===== src/rtl/lmt_pkg.sv =====
package lmt_pkg;

  typedef enum logic [4:0] {
    S_IDLE, S_NINT, S_NDOT, S_NFRAC, S_NE, S_NESIGN, S_NEXP,
    S_ID, S_I, S_IF, S_IN, S_INT, S_E, S_EL, S_ELS, S_ELSE
  } scan_state_t;

  typedef enum logic [3:0] {
    K_NUM     = 4'd0,
    K_ID      = 4'd1,
    K_IF      = 4'd2,
    K_ELSE    = 4'd3,
    K_INT     = 4'd4,
    K_LPAREN  = 4'd5,
    K_RPAREN  = 4'd6,
    K_EQUAL   = 4'd7,
    K_LESS    = 4'd8,
    K_GREATER = 4'd9,
    K_INVALID = 4'd10
  } tok_kind_t;

  typedef enum logic [1:0] {OP_ADVANCE, OP_BASIC, OP_FLUSH} step_op_t;

  typedef enum logic [1:0] {SQ_IDLE, SQ_RUN, SQ_RESCAN, SQ_FINISH} seq_state_t;

  typedef struct packed {
    logic      emit;
    logic      retry;
    logic      fail;
    logic [1:0] pend_cnt;
    logic      lb_wr0;
    logic      lb_wr1;
    tok_kind_t kind;
  } step_ctl_t;

  localparam int LB_DEPTH = 2;
  localparam int LB_IDX_W = $clog2(LB_DEPTH);

  localparam logic [7:0] CH_SPACE  = " ";
  localparam logic [7:0] CH_TAB    = 8'h09;
  localparam logic [7:0] CH_CR     = 8'h0D;
  localparam logic [7:0] CH_0      = "0";
  localparam logic [7:0] CH_9      = "9";
  localparam logic [7:0] CH_LO_A   = "a";
  localparam logic [7:0] CH_LO_Z   = "z";
  localparam logic [7:0] CH_UP_A   = "A";
  localparam logic [7:0] CH_UP_Z   = "Z";
  localparam logic [7:0] CH_DOT    = ".";
  localparam logic [7:0] CH_UP_E   = "E";
  localparam logic [7:0] CH_PLUS   = "+";
  localparam logic [7:0] CH_MINUS  = "-";
  localparam logic [7:0] CH_LPAREN = "(";
  localparam logic [7:0] CH_RPAREN = ")";
  localparam logic [7:0] CH_EQUAL  = "=";
  localparam logic [7:0] CH_LESS   = "<";
  localparam logic [7:0] CH_GREATER = ">";
  localparam logic [7:0] CH_LO_I   = "i";
  localparam logic [7:0] CH_LO_F   = "f";
  localparam logic [7:0] CH_LO_N   = "n";
  localparam logic [7:0] CH_LO_T   = "t";
  localparam logic [7:0] CH_LO_E   = "e";
  localparam logic [7:0] CH_LO_L   = "l";
  localparam logic [7:0] CH_LO_S   = "s";

  function automatic logic is_digit(input logic [7:0] c);
    return (c >= CH_0) && (c <= CH_9);
  endfunction

  function automatic logic is_letter(input logic [7:0] c);
    return ((c >= CH_LO_A) && (c <= CH_LO_Z)) || ((c >= CH_UP_A) && (c <= CH_UP_Z));
  endfunction

  function automatic logic is_space(input logic [7:0] c);
    return (c == CH_SPACE) || ((c >= CH_TAB) && (c <= CH_CR));
  endfunction

  function automatic logic is_num_state(input scan_state_t s);
    return (s >= S_NINT) && (s <= S_NEXP);
  endfunction

  function automatic logic is_id_state(input scan_state_t s);
    return (s >= S_ID) && (s <= S_ELSE);
  endfunction

  function automatic tok_kind_t id_kind(input scan_state_t s);
    tok_kind_t k;
    case (s)
      S_IF:    k = K_IF;
      S_ELSE:  k = K_ELSE;
      S_INT:   k = K_INT;
      default: k = K_ID;
    endcase
    return k;
  endfunction

  function automatic logic [1:0] pending_count(input scan_state_t s);
    logic [1:0] n;
    case (s)
      S_NDOT, S_NE: n = 2'd1;
      S_NESIGN:     n = 2'd2;
      default:      n = 2'd0;
    endcase
    return n;
  endfunction

endpackage


===== src/rtl/longest_match_tokenizer.sv =====
// Longest-match tokenizer: bytes come in one item at a time and tokens go out one item at a
// time, each with its kind, stream offset and saturated length, the last token caused by an
// input item carrying out_last_of_run. A single scanner step unit handles one byte per cycle,
// except while a token waits for the result side, under a small sequencer. Each input item is
// stepped and finished before the next is accepted, and its byte goes through the step unit again
// when it ends a number, or ends an identifier without being whitespace. When a number is
// abandoned, its pending '.', 'E' or sign bytes go through the step unit again one at a time,
// a byte once more when it ends a token among them; a result side that stalls holds the run.
// in_ready is high only between items.
module longest_match_tokenizer #(
  parameter int LENGTH_WIDTH = 16
) (
  input  logic        clk,
  input  logic        rst_n,
  input  logic        in_valid,
  output logic        in_ready,
  input  logic [7:0]  in_char_code,
  input  logic        in_end_of_text,
  output logic        out_valid,
  input  logic        out_ready,
  output logic [3:0]  out_token_kind,
  output logic [31:0] out_start_offset,
  output logic [15:0] out_token_length,
  output logic        out_last_of_run
);

  lmt_pkg::seq_state_t     seq_r, seq_nxt;
  lmt_pkg::step_op_t       op_r;
  logic [7:0]              cur_char_r;
  logic [31:0]             cur_pos_r;
  logic [1:0]              left_r;
  logic [lmt_pkg::LB_IDX_W-1:0] idx_r;

  lmt_pkg::scan_state_t    scan_r;
  logic                    skip_r;
  logic [31:0]             position_r;
  logic [31:0]             tok_start_r;
  logic [LENGTH_WIDTH-1:0] acc_len_r;
  logic [LENGTH_WIDTH-1:0] scan_len_r;
  logic [7:0]              lb_r [lmt_pkg::LB_DEPTH];

  logic                    hold_v_r;
  lmt_pkg::tok_kind_t      hold_kind_r;
  logic [31:0]             hold_start_r;
  logic [15:0]             hold_len_r;

  logic                    out_valid_r;
  lmt_pkg::tok_kind_t      out_kind_r;
  logic [31:0]             out_start_r;
  logic [15:0]             out_len_r;
  logic                    out_last_r;

  lmt_pkg::step_op_t       step_op;
  logic [7:0]              step_char;
  logic [31:0]             step_pos;
  lmt_pkg::scan_state_t    st_scan;
  logic                    st_skip;
  logic [31:0]             st_tok_start;
  logic [LENGTH_WIDTH-1:0] st_acc_len;
  logic [LENGTH_WIDTH-1:0] st_scan_len;
  lmt_pkg::step_ctl_t      st_ctl;
  logic [31:0]             st_emit_start;
  logic [LENGTH_WIDTH-1:0] st_emit_len;

  logic in_acc;
  logic out_slot;
  logic step_go;
  logic finish_go;
  logic push;

  lmt_step #(
    .LENGTH_WIDTH(LENGTH_WIDTH)
  ) u_step (
    .op_i         (step_op),
    .scan_i       (scan_r),
    .skip_i       (skip_r),
    .char_i       (step_char),
    .pos_i        (step_pos),
    .tok_start_i  (tok_start_r),
    .acc_len_i    (acc_len_r),
    .scan_len_i   (scan_len_r),
    .scan_o       (st_scan),
    .skip_o       (st_skip),
    .tok_start_o  (st_tok_start),
    .acc_len_o    (st_acc_len),
    .scan_len_o   (st_scan_len),
    .ctl_o        (st_ctl),
    .emit_start_o (st_emit_start),
    .emit_len_o   (st_emit_len)
  );

  // Sequencer outputs and the operand selection of the step unit.
  always_comb begin
    in_ready  = (seq_r == lmt_pkg::SQ_IDLE);
    in_acc    = in_valid && in_ready;
    out_slot  = !out_valid_r || out_ready;
    step_op   = op_r;
    step_char = cur_char_r;
    step_pos  = cur_pos_r;
    if (seq_r == lmt_pkg::SQ_RESCAN) begin
      step_op   = lmt_pkg::OP_BASIC;
      step_char = lb_r[idx_r];
      step_pos  = cur_pos_r - 32'(left_r);
    end
    step_go   = ((seq_r == lmt_pkg::SQ_RUN) || (seq_r == lmt_pkg::SQ_RESCAN)) &&
                !(st_ctl.emit && hold_v_r && !out_slot);
    finish_go = (seq_r == lmt_pkg::SQ_FINISH) && (!hold_v_r || out_slot);
    push      = hold_v_r && ((step_go && st_ctl.emit) || finish_go);
  end

  always_comb begin
    seq_nxt = seq_r;
    case (seq_r)
      lmt_pkg::SQ_IDLE: begin
        if (in_acc) seq_nxt = lmt_pkg::SQ_RUN;
      end
      lmt_pkg::SQ_RUN: begin
        if (step_go) begin
          if (st_ctl.fail && (st_ctl.pend_cnt != 2'd0)) seq_nxt = lmt_pkg::SQ_RESCAN;
          else if (st_ctl.fail || st_ctl.retry) seq_nxt = lmt_pkg::SQ_RUN;
          else seq_nxt = lmt_pkg::SQ_FINISH;
        end
      end
      lmt_pkg::SQ_RESCAN: begin
        if (step_go && !st_ctl.retry && (left_r == 2'd1)) seq_nxt = lmt_pkg::SQ_RUN;
      end
      lmt_pkg::SQ_FINISH: begin
        if (finish_go) seq_nxt = lmt_pkg::SQ_IDLE;
      end
      default: seq_nxt = lmt_pkg::SQ_IDLE;
    endcase
  end

  always_ff @(posedge clk) begin
    if (!rst_n) begin
      seq_r       <= lmt_pkg::SQ_IDLE;
      scan_r      <= lmt_pkg::S_IDLE;
      skip_r      <= 1'b0;
      position_r  <= '0;
      tok_start_r <= '0;
      acc_len_r   <= '0;
      scan_len_r  <= '0;
      hold_v_r    <= 1'b0;
      out_valid_r <= 1'b0;
    end else begin
      seq_r <= seq_nxt;
      if (in_acc && !in_end_of_text) position_r <= position_r + 32'd1;
      if (step_go) begin
        scan_r      <= st_scan;
        skip_r      <= st_skip;
        tok_start_r <= st_tok_start;
        acc_len_r   <= st_acc_len;
        scan_len_r  <= st_scan_len;
        if (st_ctl.emit) hold_v_r <= 1'b1;
      end else if (finish_go) begin
        hold_v_r <= 1'b0;
      end
      if (push) out_valid_r <= 1'b1;
      else if (out_ready) out_valid_r <= 1'b0;
    end
  end

  always_ff @(posedge clk) begin
    if (in_acc) begin
      cur_char_r <= in_char_code;
      cur_pos_r  <= position_r;
      op_r       <= (in_end_of_text || lmt_pkg::is_space(in_char_code)) ?
                    lmt_pkg::OP_FLUSH : lmt_pkg::OP_ADVANCE;
    end
    if (step_go && (seq_r == lmt_pkg::SQ_RUN) && st_ctl.fail) begin
      left_r <= st_ctl.pend_cnt;
      idx_r  <= '0;
    end else if (step_go && (seq_r == lmt_pkg::SQ_RESCAN) && !st_ctl.retry) begin
      left_r <= left_r - 2'd1;
      idx_r  <= idx_r + 1'b1;
    end
    if (step_go && st_ctl.lb_wr0) lb_r[0] <= step_char;
    if (step_go && st_ctl.lb_wr1) lb_r[1] <= step_char;
    if (step_go && st_ctl.emit) begin
      hold_kind_r  <= st_ctl.kind;
      hold_start_r <= st_emit_start;
      hold_len_r   <= 16'(32'(st_emit_len));
    end
    if (push) begin
      out_kind_r  <= hold_kind_r;
      out_start_r <= hold_start_r;
      out_len_r   <= hold_len_r;
      out_last_r  <= (seq_r == lmt_pkg::SQ_FINISH);
    end
  end

  assign out_valid        = out_valid_r;
  assign out_token_kind   = out_kind_r;
  assign out_start_offset = out_start_r;
  assign out_token_length = out_len_r;
  assign out_last_of_run  = out_last_r;

endmodule


===== src/rtl/lmt_step.sv =====
module lmt_step #(
  parameter int LENGTH_WIDTH = 16
) (
  input  lmt_pkg::step_op_t        op_i,
  input  lmt_pkg::scan_state_t     scan_i,
  input  logic                     skip_i,
  input  logic [7:0]               char_i,
  input  logic [31:0]              pos_i,
  input  logic [31:0]              tok_start_i,
  input  logic [LENGTH_WIDTH-1:0]  acc_len_i,
  input  logic [LENGTH_WIDTH-1:0]  scan_len_i,
  output lmt_pkg::scan_state_t     scan_o,
  output logic                     skip_o,
  output logic [31:0]              tok_start_o,
  output logic [LENGTH_WIDTH-1:0]  acc_len_o,
  output logic [LENGTH_WIDTH-1:0]  scan_len_o,
  output lmt_pkg::step_ctl_t       ctl_o,
  output logic [31:0]              emit_start_o,
  output logic [LENGTH_WIDTH-1:0]  emit_len_o
);

  logic [LENGTH_WIDTH-1:0] len_inc;
  lmt_pkg::scan_state_t    id_nxt;
  logic                    c_digit;
  logic                    c_letter;

  assign len_inc  = (&scan_len_i) ? scan_len_i : scan_len_i + 1'b1;
  assign c_digit  = lmt_pkg::is_digit(char_i);
  assign c_letter = lmt_pkg::is_letter(char_i);

  always_comb begin
    id_nxt = lmt_pkg::S_ID;
    case (scan_i)
      lmt_pkg::S_I: begin
        if (char_i == lmt_pkg::CH_LO_F) id_nxt = lmt_pkg::S_IF;
        else if (char_i == lmt_pkg::CH_LO_N) id_nxt = lmt_pkg::S_IN;
      end
      lmt_pkg::S_IN: begin
        if (char_i == lmt_pkg::CH_LO_T) id_nxt = lmt_pkg::S_INT;
      end
      lmt_pkg::S_E: begin
        if (char_i == lmt_pkg::CH_LO_L) id_nxt = lmt_pkg::S_EL;
      end
      lmt_pkg::S_EL: begin
        if (char_i == lmt_pkg::CH_LO_S) id_nxt = lmt_pkg::S_ELS;
      end
      lmt_pkg::S_ELS: begin
        if (char_i == lmt_pkg::CH_LO_E) id_nxt = lmt_pkg::S_ELSE;
      end
      default: id_nxt = lmt_pkg::S_ID;
    endcase
  end

  always_comb begin
    scan_o       = scan_i;
    skip_o       = skip_i;
    tok_start_o  = tok_start_i;
    acc_len_o    = acc_len_i;
    scan_len_o   = scan_len_i;
    ctl_o        = '0;
    ctl_o.kind   = lmt_pkg::K_NUM;
    emit_start_o = tok_start_i;
    emit_len_o   = acc_len_i;
    if (op_i == lmt_pkg::OP_FLUSH) begin
      if (!skip_i && lmt_pkg::is_num_state(scan_i)) begin
        ctl_o.emit     = 1'b1;
        ctl_o.fail     = 1'b1;
        ctl_o.pend_cnt = lmt_pkg::pending_count(scan_i);
        scan_o         = lmt_pkg::S_IDLE;
      end else begin
        if (!skip_i && (scan_i != lmt_pkg::S_IDLE)) begin
          ctl_o.emit = 1'b1;
          ctl_o.kind = lmt_pkg::id_kind(scan_i);
        end
        scan_o = lmt_pkg::S_IDLE;
        skip_o = 1'b0;
      end
    end else if (!skip_i) begin
      if (scan_i == lmt_pkg::S_IDLE) begin
        if (c_digit || c_letter) begin
          tok_start_o = pos_i;
          scan_len_o  = LENGTH_WIDTH'(1);
          acc_len_o   = LENGTH_WIDTH'(1);
          if (c_digit) begin
            scan_o = lmt_pkg::S_NINT;
          end else if (char_i == lmt_pkg::CH_LO_I) begin
            scan_o = lmt_pkg::S_I;
          end else if (char_i == lmt_pkg::CH_LO_E) begin
            scan_o = lmt_pkg::S_E;
          end else begin
            scan_o = lmt_pkg::S_ID;
          end
        end else begin
          ctl_o.emit   = 1'b1;
          emit_start_o = pos_i;
          emit_len_o   = LENGTH_WIDTH'(1);
          case (char_i)
            lmt_pkg::CH_LPAREN:  ctl_o.kind = lmt_pkg::K_LPAREN;
            lmt_pkg::CH_RPAREN:  ctl_o.kind = lmt_pkg::K_RPAREN;
            lmt_pkg::CH_EQUAL:   ctl_o.kind = lmt_pkg::K_EQUAL;
            lmt_pkg::CH_LESS:    ctl_o.kind = lmt_pkg::K_LESS;
            lmt_pkg::CH_GREATER: ctl_o.kind = lmt_pkg::K_GREATER;
            default: begin
              ctl_o.kind = lmt_pkg::K_INVALID;
              emit_len_o = '0;
              skip_o     = 1'b1;
            end
          endcase
        end
      end else if ((op_i == lmt_pkg::OP_ADVANCE) && lmt_pkg::is_num_state(scan_i)) begin
        if (c_digit) begin
          case (scan_i)
            lmt_pkg::S_NINT:                  scan_o = lmt_pkg::S_NINT;
            lmt_pkg::S_NDOT, lmt_pkg::S_NFRAC: scan_o = lmt_pkg::S_NFRAC;
            default:                          scan_o = lmt_pkg::S_NEXP;
          endcase
          scan_len_o = len_inc;
          acc_len_o  = len_inc;
        end else if ((scan_i == lmt_pkg::S_NINT) && (char_i == lmt_pkg::CH_DOT)) begin
          scan_o       = lmt_pkg::S_NDOT;
          ctl_o.lb_wr0 = 1'b1;
          scan_len_o   = len_inc;
        end else if (((scan_i == lmt_pkg::S_NINT) || (scan_i == lmt_pkg::S_NFRAC)) &&
                     (char_i == lmt_pkg::CH_UP_E)) begin
          scan_o       = lmt_pkg::S_NE;
          ctl_o.lb_wr0 = 1'b1;
          scan_len_o   = len_inc;
        end else if ((scan_i == lmt_pkg::S_NE) &&
                     ((char_i == lmt_pkg::CH_PLUS) || (char_i == lmt_pkg::CH_MINUS))) begin
          scan_o       = lmt_pkg::S_NESIGN;
          ctl_o.lb_wr1 = 1'b1;
          scan_len_o   = len_inc;
        end else begin
          ctl_o.emit     = 1'b1;
          ctl_o.fail     = 1'b1;
          ctl_o.pend_cnt = lmt_pkg::pending_count(scan_i);
          scan_o         = lmt_pkg::S_IDLE;
        end
      end else if (lmt_pkg::is_id_state(scan_i) && (c_letter || c_digit)) begin
        scan_o     = id_nxt;
        scan_len_o = len_inc;
        acc_len_o  = len_inc;
      end else if (lmt_pkg::is_num_state(scan_i) && c_digit) begin
        scan_len_o = len_inc;
        acc_len_o  = len_inc;
      end else begin
        ctl_o.emit  = 1'b1;
        ctl_o.retry = 1'b1;
        ctl_o.kind  = lmt_pkg::is_id_state(scan_i) ? lmt_pkg::id_kind(scan_i) : lmt_pkg::K_NUM;
        scan_o      = lmt_pkg::S_IDLE;
      end
    end
  end

endmodule


===== config.mk =====
export PLATFORM = sky130hd
export DESIGN_NAME = longest_match_tokenizer
export DESIGN_NICKNAME = d
export VERILOG_FILES = /design/src/rtl/lmt_pkg.sv /design/src/rtl/longest_match_tokenizer.sv /design/src/rtl/lmt_step.sv
export SDC_FILE = /design/constraint.sdc
export NUM_CORES = 1
export LEC_CHECK = 0
export BUFFER_PORTS_ARGS = -buffer_cell sky130_fd_sc_hd__buf_2
export CORE_ASPECT_RATIO = 2
export CORE_MARGIN = 2
export CORE_UTILIZATION = 55
export DETAILED_ROUTE_END_ITERATION = 8
export PLACE_DENSITY = 0.76
export SYNTH_ARGS = -nofsm -noshare
export SYNTH_HDL_FRONTEND = slang
export SYNTH_SLANG_ARGS = --single-unit

===== constraint.sdc =====
create_clock -name clk -period 7.4 [get_ports clk]
set_input_delay 1.11 -clock clk [delete_from_list [all_inputs] [get_ports clk]]
set_output_delay 1.11 -clock clk [all_outputs]
set_load 0.05 [all_outputs]

==> results.cfg, run 1 <==
[outcome]
status = finished, final reports clean

[timing]
hold_viol_final = 0
period_needed_ps = 5160
skew_ps = 17.5
rsz0062_at_grt = no
fin_hold_ws_ps = 416
setup-tns-final_ps = 0
timing.fmax_ghz = 0.194
setup-violations-final = 0
slew_viol_final = 0
worst_pin_slew_ps = 1240
worst_slew_margin_rel = 0.173
period_share = 0.697

[grt]
antenna_found_initial = 0
grt-ovfl-total = 0
grt_pass1_wl_mm = 43.7
grt_pass1_vias = 8704
track_usage = 0.236
grt_max_degree = 112

[finish]
fin_cells = 1439
area_growth_pct = 10.1
layout-drive-gt1-share = 0.124
fin_nets = 1168
diodes = 0

[placed_design]
portBuffers = 67
gp_congestion = 0.962
dp_hpwl_mm = 18.7
placed_cells = 1395

[critical_path]
endpoint_kind = flop
cp.arrival_ps = 5600
worstSetupPathType = flop to flop
worstPathMaxFanout = 37
critPathLaunch = seq_r[0]
cp-start-kind = flop
r2r-start = seq_r[0]
worstPathRequired_ps = 7840

[detailed_routing]
drt_wl_total_mm = 27.3
dr_total_vias = 8753
antenna_left = 0
wl_per_cell_um = 19.0
dr.pass1.iters = 5
first_iter_violations = 559
routed_via_density = 6.08
drc = 0

[floorplan]
die-width_um = 109
num_rows = 77
die_y_um = 215
core-area_um2 = 22000
io_pins = 68
die_area_um2 = 23500
start_util = 0.555

[synthesis]
yosysSeqAreaShare = 0.579
ys_warn_count = 0
synth_edf_count = 164
synth_seq_cells = 271
synth_nets = 1126
netlist.area_leader.share = 0.404
yosysTopAreaCell = edfxtp_1
yosys.cell_count.top_type = edfxtp_1
ys.flop_type = edfxtp_1
synthArstFlopShare = 0
synth.avg_cell_area_um2 = 11.1
yosys-top-cells-area = edfxtp_1 (40%), dfxtp_1 (18%), o21ai_0 (3.4%)
syn_area_um2 = 12200
synth_cell_type_count = 78
synthCells = 1103
synth_commonest_cells = edfxtp_1 (164), dfxtp_1 (107), nand2_1 (91)

[clock_network]
clk_pin_slew_ps = 60
cts_root_buffer = clkbuf_16
htree_num_levels = 1
clk_path_buf_depth = 3
cts_hold_buf = 0
cts_inserted_buffers = 24
insertion_delay_ps = 530
post_cts_resized = 0
cts_tree = built
postCtsSetupBuffers = 0
cts_sinks = 271

[hold_path]
min_from = hold_start_r[29]
min_path_type = flop to flop

[pwr]
leakage_uw = 0.00491
p_total_uw = 5170
powerDensity_nw_per_um2 = 385
peakVddDrop_mv = 0.238

[flow_run]
max_cap_viol_count = 0
routing by layer:
metal	up-vias	wire, um	track usage
met5	-	0	0
met2	267	14500	0.418
met3	88	1210	0.0267
li1	4155	-	-
met1	4243	10200	0.270
met4	0	1410	0.129
power by group:
group	switching [uW]	total [uW]	internal, uW
clock	540	1180	644
sequential	154	2240	2080
combinational	1320	1750	428
total	2010	5170	3150
stage by stage:
step,worst slack [ps],cell area [um2],util
after floorplan,563,12200,-
after global placement,2450,12700,0.578
after detailed placement,2250,12700,0.578
after CTS,2240,13400,0.612
after global routing,1810,13400,0.612
final,2240,13400,0.612
cell usage in the layout (no fill, tap or decap), types with 15 or more instances in the layout:
master     Yosys  routed
a21boi_0      22      21
a21boi_1      19      19
a21oi_1       20      20
and2_1        30      29
and3_1        15      15
buf_2          8      67
clkbuf_16      0      25
dfxtp_1      107     107
edfxtp_1     164     164
nand2_1       91      90
nand3_1       55      55
nand4_1       46      46
nor2_1        67      65
nor2b_1       23      23
nor3_1        25      24
nor4_1        15      15
o211a_1       32      32
o21ai_0       84      84
xnor2_1       45      45
xor2_1        23      23
cell families (layout without fill, tap and decap cells):
logic type,count (synthesis),count (layout),synth area share
flip-flops,271,271,0.579
AO/OA/AOI/OAI,234,234,0.134
adder cells (fa/ha/maj),10,10,0.0109
AND/OR/NAND/NOR,421,421,0.181
buffers and inverters,83,143,0.0328
XOR/XNOR,68,68,0.0488
multiplexers,16,16,0.0134
registers in the layout (all words and copies together) (netlist names), 8 cells and up, named ones only:
name / cells
scan_len_r: 16
out_token_length: 16
out_start_offset: 32
acc_len_r: 16
lb_r: 16
hold_start_r: 32
cur_pos_r: 32
hold_len_r: 16
cur_char_r: 8
tok_start_r: 32
position_r: 32
path summary, 6_finish.rpt:
| check | endpoint | slack (ps) | depth (start not counted) |
|---|---|---|---|
| min reg2reg | out_start_offset[29] | 420 | 0 |
| min | out_start_offset[29] | 420 | 0 |
| max reg2reg | tok_start_r[0] | 2240 | 11 |
| max | tok_start_r[0] | 2240 | 11 |
critical path, cell delays in order (launching register included):
cell and delay, ps:
dfxtp_1 350, inv_1 90, ha_1 620, nor2_1 120, a21o_1 260, nor4_2 440
nand4_1 220, or4_1 590, a41oi_4 270, a31o_2 680, and3_1 1110, mux2i_1 290
layout make-up:
class                   instances  area [um2]
flip-flops and latches        271        7070
well taps                     276         345
repair buffers                 81         440
clock buffers                  32         672
clock inverters                12        68.8
fillers                      1826        8530
multi-input cells             749        4760
inverters                      18        82.6
(Power assumes the default switching activity.)
==> run 2: changes to the inputs <==
--- a/config.mk
+++ b/config.mk
@@ -8,7 +8,7 @@
 export BUFFER_PORTS_ARGS = -buffer_cell sky130_fd_sc_hd__buf_2
 export CORE_ASPECT_RATIO = 2
 export CORE_MARGIN = 2
-export CORE_UTILIZATION = 55
+export CORE_UTILIZATION = 58
 export DETAILED_ROUTE_END_ITERATION = 8
 export PLACE_DENSITY = 0.76
 export SYNTH_ARGS = -nofsm -noshare
==> constraint.sdc (replaced) <==
create_clock -name clk -period 4.85 [get_ports clk]
set_input_delay 0.7275 -clock clk [delete_from_list [all_inputs] [get_ports clk]]
set_output_delay 0.7275 -clock clk [all_outputs]
set_load 0.05 [all_outputs]
==> run 2 against run 1 <==
Power rose by 56%. Register-to-register slack got worse by 1500 ps. Cell count barely moved. Largest power group unchanged. Global-route usage increased by 0.80 points. Sequential power up 52%. Largest cell class unchanged.
==> results.cfg, run 2 (synthesized netlist as in run 1, its figures left out) <==
[outcome]
status = finished, final reports clean

[timing]
setup-tns-final_ps = 0
period_share = 0.844
setup-violations-final = 0
skew_ps = 24.0
worst_slew_margin_rel = 0.174
worst_pin_slew_ps = 1240
rsz0062_at_grt = no
hold_viol_final = 0
timing.fmax_ghz = 0.244
period_needed_ps = 4090
slew_viol_final = 0

[grt]
met2_usage = 0.436
track_usage = 0.244
busiest_layer = met2
antenna_found_initial = 0
grt_util_met1 = 0.292
grt_max_degree = 71
grtUsageMet3 = 0.0278
grt_pass1_wl_mm = 43.7
grt_pass1_vias = 8687
grt-ovfl-total = 0

[detailed_routing]
first_iter_violations = 438
drc = 0
wl_per_cell_um = 18.7
dr_total_vias = 8710
antenna_left = 0
dr.pass1.iters = 5
drt_wl_total_mm = 26.9
routed_via_density = 6.06

[clock_network]
clk_pin_slew_ps = 70
cts_sinks = 271
postCtsSetupBuffers = 0
cts_hold_buf = 0
cts_inserted_buffers = 24
cts_tree = built
htree_num_levels = 1
post_cts_resized = 0
clk_path_buf_depth = 3
cts_root_buffer = clkbuf_16
insertion_delay_ps = 530

[floorplan]
die_area_um2 = 22300
start_util = 0.586
io_pins = 68
core-area_um2 = 20800
die-width_um = 107
die_y_um = 209
num_rows = 75

[placed_design]
gp_congestion = 0.940
placed_cells = 1394
dp_hpwl_mm = 18.3
portBuffers = 67

[critical_path]
endpoint_kind = flop
worstSetupPathType = flop to flop
cp-start-kind = flop
worstPathRequired_ps = 5250
cp.arrival_ps = 4490
worstPathMaxFanout = 18

[finish]
multi_input_area_um2 = 4760
area_growth_pct = 11.1
diodes = 0
fin_util = 0.651
final_common_cell = edfxtp_1
regArea_um2 = 7070
final_cell_mix = edfxtp_1 (164), dfxtp_1 (107), nand2_1 (90)
fin_cells = 1438
fin_nets = 1174
layout-drive-gt1-share = 0.127
n_fill_cell = 1670

[hold_path]
min_path_type = primary input to flop

[pwr]
peakVddDrop_mv = 0.485
leakage_uw = 0.00497
powerDensity_nw_per_um2 = 594

[flow_run]
max_cap_viol_count = 0
==> run 2: cell count changes in the layout (fill, tap and decap cells not counted), moves of 2 or more <==
cell / before / now
buf_12: 0 / 3
bufinv_16: 0 / 2
clkinv_2: 7 / 4
buf_4: 14 / 17
clkbuf_1: 5 / 7
==> run 2: final cells by class <==
cell class	instances	share of cell area
Clock inverter	11	0.00914
Inverter	18	0.00609
Tap cell	269	0.0248
Multi-Input combinational cell	749	0.351
Timing Repair Buffer	87	0.0386
Sequential cell	271	0.521
Clock buffer	33	0.0491
==> run 2: metrics by stage <==
stage	hold WS (ps)	power (uW)	instance area, um2	worst slack, ps
2_1_floorplan	400	5380	12200	404
3_3_place_gp	401	6100	12800	867
3_5_place_dp	405	6160	12800	795
4_1_cts	385	8080	13600	774
5_1_grt	395	8450	13600	370
6_report	402	8050	13600	758
==> run 2: worst paths after layout <==
| kind | startpoint | end | slack, ps | depth (start not counted) |
|---|---|---|---|---|
| worst max-delay path | seq_r[0] | scan_len_r[7] | 760 | 11 |
| worst min register to register | hold_len_r[9] | out_token_length[9] | 420 | 0 |
| worst max register to register | seq_r[0] | scan_len_r[7] | 760 | 11 |
| worst min-delay path | in_char_code[7] | cur_char_r[7] | 400 | 1 |
==> run 2: power by group <==
part / internal, uW / switching, uW
Sequential: 3170 / 241
Clock: 1080 / 816
Combinational: 717 / 2030
==> run 2: worst max-delay path: stages, from the launching register on <==
cell,delay (ps)
dfxtp_1,340
inv_1,90
ha_1,550
nor2_1,100
a21o_1,280
nor4_2,400
nand4_1,200
or4_1,590
nand2_1,170
o2111ai_1,570
o311ai_0,550
o21ai_1,120
==> run 2: metal layers <==
metal | vias up | part of all wire | routed length [um]
met5 | - | 0 | 0
met4 | 0 | 0.045 | 1220
met3 | 74 | 0.042 | 1130
met2 | 248 | 0.52 | 14000
li1 | 4166 | - | -
met1 | 4222 | 0.39 | 10600
==> run 3: changes to the inputs <==
--- a/config.mk
+++ b/config.mk
@@ -8,7 +8,7 @@
 export BUFFER_PORTS_ARGS = -buffer_cell sky130_fd_sc_hd__buf_2
 export CORE_ASPECT_RATIO = 2
 export CORE_MARGIN = 2
-export CORE_UTILIZATION = 58
+export CORE_UTILIZATION = 55
 export DETAILED_ROUTE_END_ITERATION = 8
 export PLACE_DENSITY = 0.76
 export SYNTH_ARGS = -nofsm -noshare
==> constraint.sdc (replaced) <==
create_clock -name clk -period 3.75 [get_ports clk]
set_input_delay 0.5625 -clock clk [delete_from_list [all_inputs] [get_ports clk]]
set_output_delay 0.5625 -clock clk [all_outputs]
set_load 0.05 [all_outputs]
==> run 3 against run 2 <==
Count of clock-buffer cells in the layout decreased by 3. Combinational power increased by 46%. Register-to-register slack got worse by 600 ps. Setup slack got worse by 600 ps. Power increased by 34%.
==> results.cfg, run 3 (synthesized netlist as in run 1, its figures left out) <==
[timing]
hold_viol_final = 0
worst_slew_margin_rel = 0.502
skew_ps = 14.7
slew_viol_final = 0
period_share = 0.959
rsz0062_at_grt = no
setup-violations-final = 0
period_needed_ps = 3590
worst_pin_slew_ps = 741
timing.fmax_ghz = 0.278
setup-tns-final_ps = 0

[critical_path]
critPathBufInv = 6
slowest_delay_ps = 380
worstPathMaxFanout = 14
worstPathRequired_ps = 4200
crit_path_top_delay_cell = a211oi_2
cp-start-kind = flop
cp.arrival_ps = 4050
endpoint_kind = flop
crit_chain = inv_1 > ha_4 > buf_12 > nor2_1 > a21o_1 > clkinv_8 > buf_4 > nor4_2 > a21oi_1 > a211oi_2 > a41oi_4 > a31oi_2 > buf_4 > buf_4 > o22a_1 > mux2i_1
worstSetupPathType = flop to flop
cpMostUsedCell = buf_4
cpLargestDelayFamily = compound AO/OA/AOI/OAI gates

[clock_network]
htree_num_levels = 1
cts_tree = built
cts_sinks = 271
cts_root_buffer = clkbuf_16
clk_path_buf_depth = 3
cts_inserted_buffers = 24
insertion_delay_ps = 530
clk_pin_slew_ps = 70

[finish]
fin_cells = 1480
diodes = 0
fin_nets = 1209
final_common_cell = edfxtp_1
area_growth_pct = 15.0
multi_input_area_um2 = 4860
n_fill_cell = 1725
final_cell_mix = edfxtp_1 (164), dfxtp_1 (106), nand2_1 (89)
regArea_um2 = 7070
layout-drive-gt1-share = 0.168

[placed_design]
gp_congestion = 0.965
portBuffers = 67
placed_cells = 1432
dp_hpwl_mm = 19.1

[grt]
antenna_found_initial = 0
grt-ovfl-total = 0
grt_pass1_vias = 8757
track_usage = 0.234
grt_pass1_wl_mm = 43.6
grt_max_degree = 71

[pwr]
powerDensity_nw_per_um2 = 771
leakage_uw = 0.00518
peakVddDrop_mv = 0.523

[detailed_routing]
drt_wl_total_mm = 27.4
first_iter_violations = 558
dr.pass1.iters = 4
drc = 0
routed_via_density = 5.97
antenna_left = 0
wl_per_cell_um = 18.5
dr_total_vias = 8841

[hold_path]
min_path_type = primary input to flop

[floorplan]
num_rows = 77
die-width_um = 109
core-area_um2 = 22000
die_y_um = 215
die_area_um2 = 23500
start_util = 0.555
io_pins = 68

[flow_run]
max_cap_viol_count = 0

[outcome]
status = finished, final reports clean
## run 3: report_power, final
group          leakage, uW  switching [uW]  internal (uW)
combinational      0.00240            2750           1250
clock             0.000384            1080           1340
sequential         0.00240             299           4100
total              0.00518            4130           6690
## run 3: path summary, 6_finish.rpt
check                      endpoint             from  cells past startpoint  slack [ps]
setup / recovery           seq_r[0]         seq_r[0]                     16         160
hold / removal        cur_char_r[6]  in_char_code[6]                      1         240
setup reg to reg           seq_r[0]         seq_r[0]                     16         160
hold reg to reg   out_token_kind[2]   hold_kind_r[2]                      0         420
## run 3: repair_timing
item / in CTS / in global routing
setup endpoints to repair: 8 / 192
hold buffers: 0 / 0
pin swaps: 0 / 1
buffers inserted: 0 / 2
gates cloned: 0 / 2
resized for setup: 1 / 17
## run 3: cell type report
| class | count | share of cell area |
|---|---|---|
| flip-flops and latches | 271 | 0.504 |
| multi-input cells | 749 | 0.346 |
| repair buffers | 122 | 0.0632 |
| clock buffers | 30 | 0.0474 |
| well taps | 276 | 0.0246 |
| clock inverters | 14 | 0.00812 |
| inverters | 18 | 0.00651 |
## run 3: routing by layer
layer  vias to the layer above  routed length [um]  track usage
met1                      4262               10300        0.264
met5                         -                   0            0
met4                         0                1150        0.113
met3                        72                1200       0.0271
li1                       4239                   -            -
met2                       268               14800        0.427
## run 3: metrics by stage
stage                     power (uW)  hold WS, ps   util  area (um2)  setup WS (ps)
after floorplan                 7000          400      -       12200           1.60
after global placement          8160          401  0.596       13100            166
after detailed placement        8270          405  0.596       13100           4.99
after CTS                      10700          222  0.631       13900           40.3
after global routing           11300          226  0.639       14000           4.10
final                          10800          236  0.639       14000            155
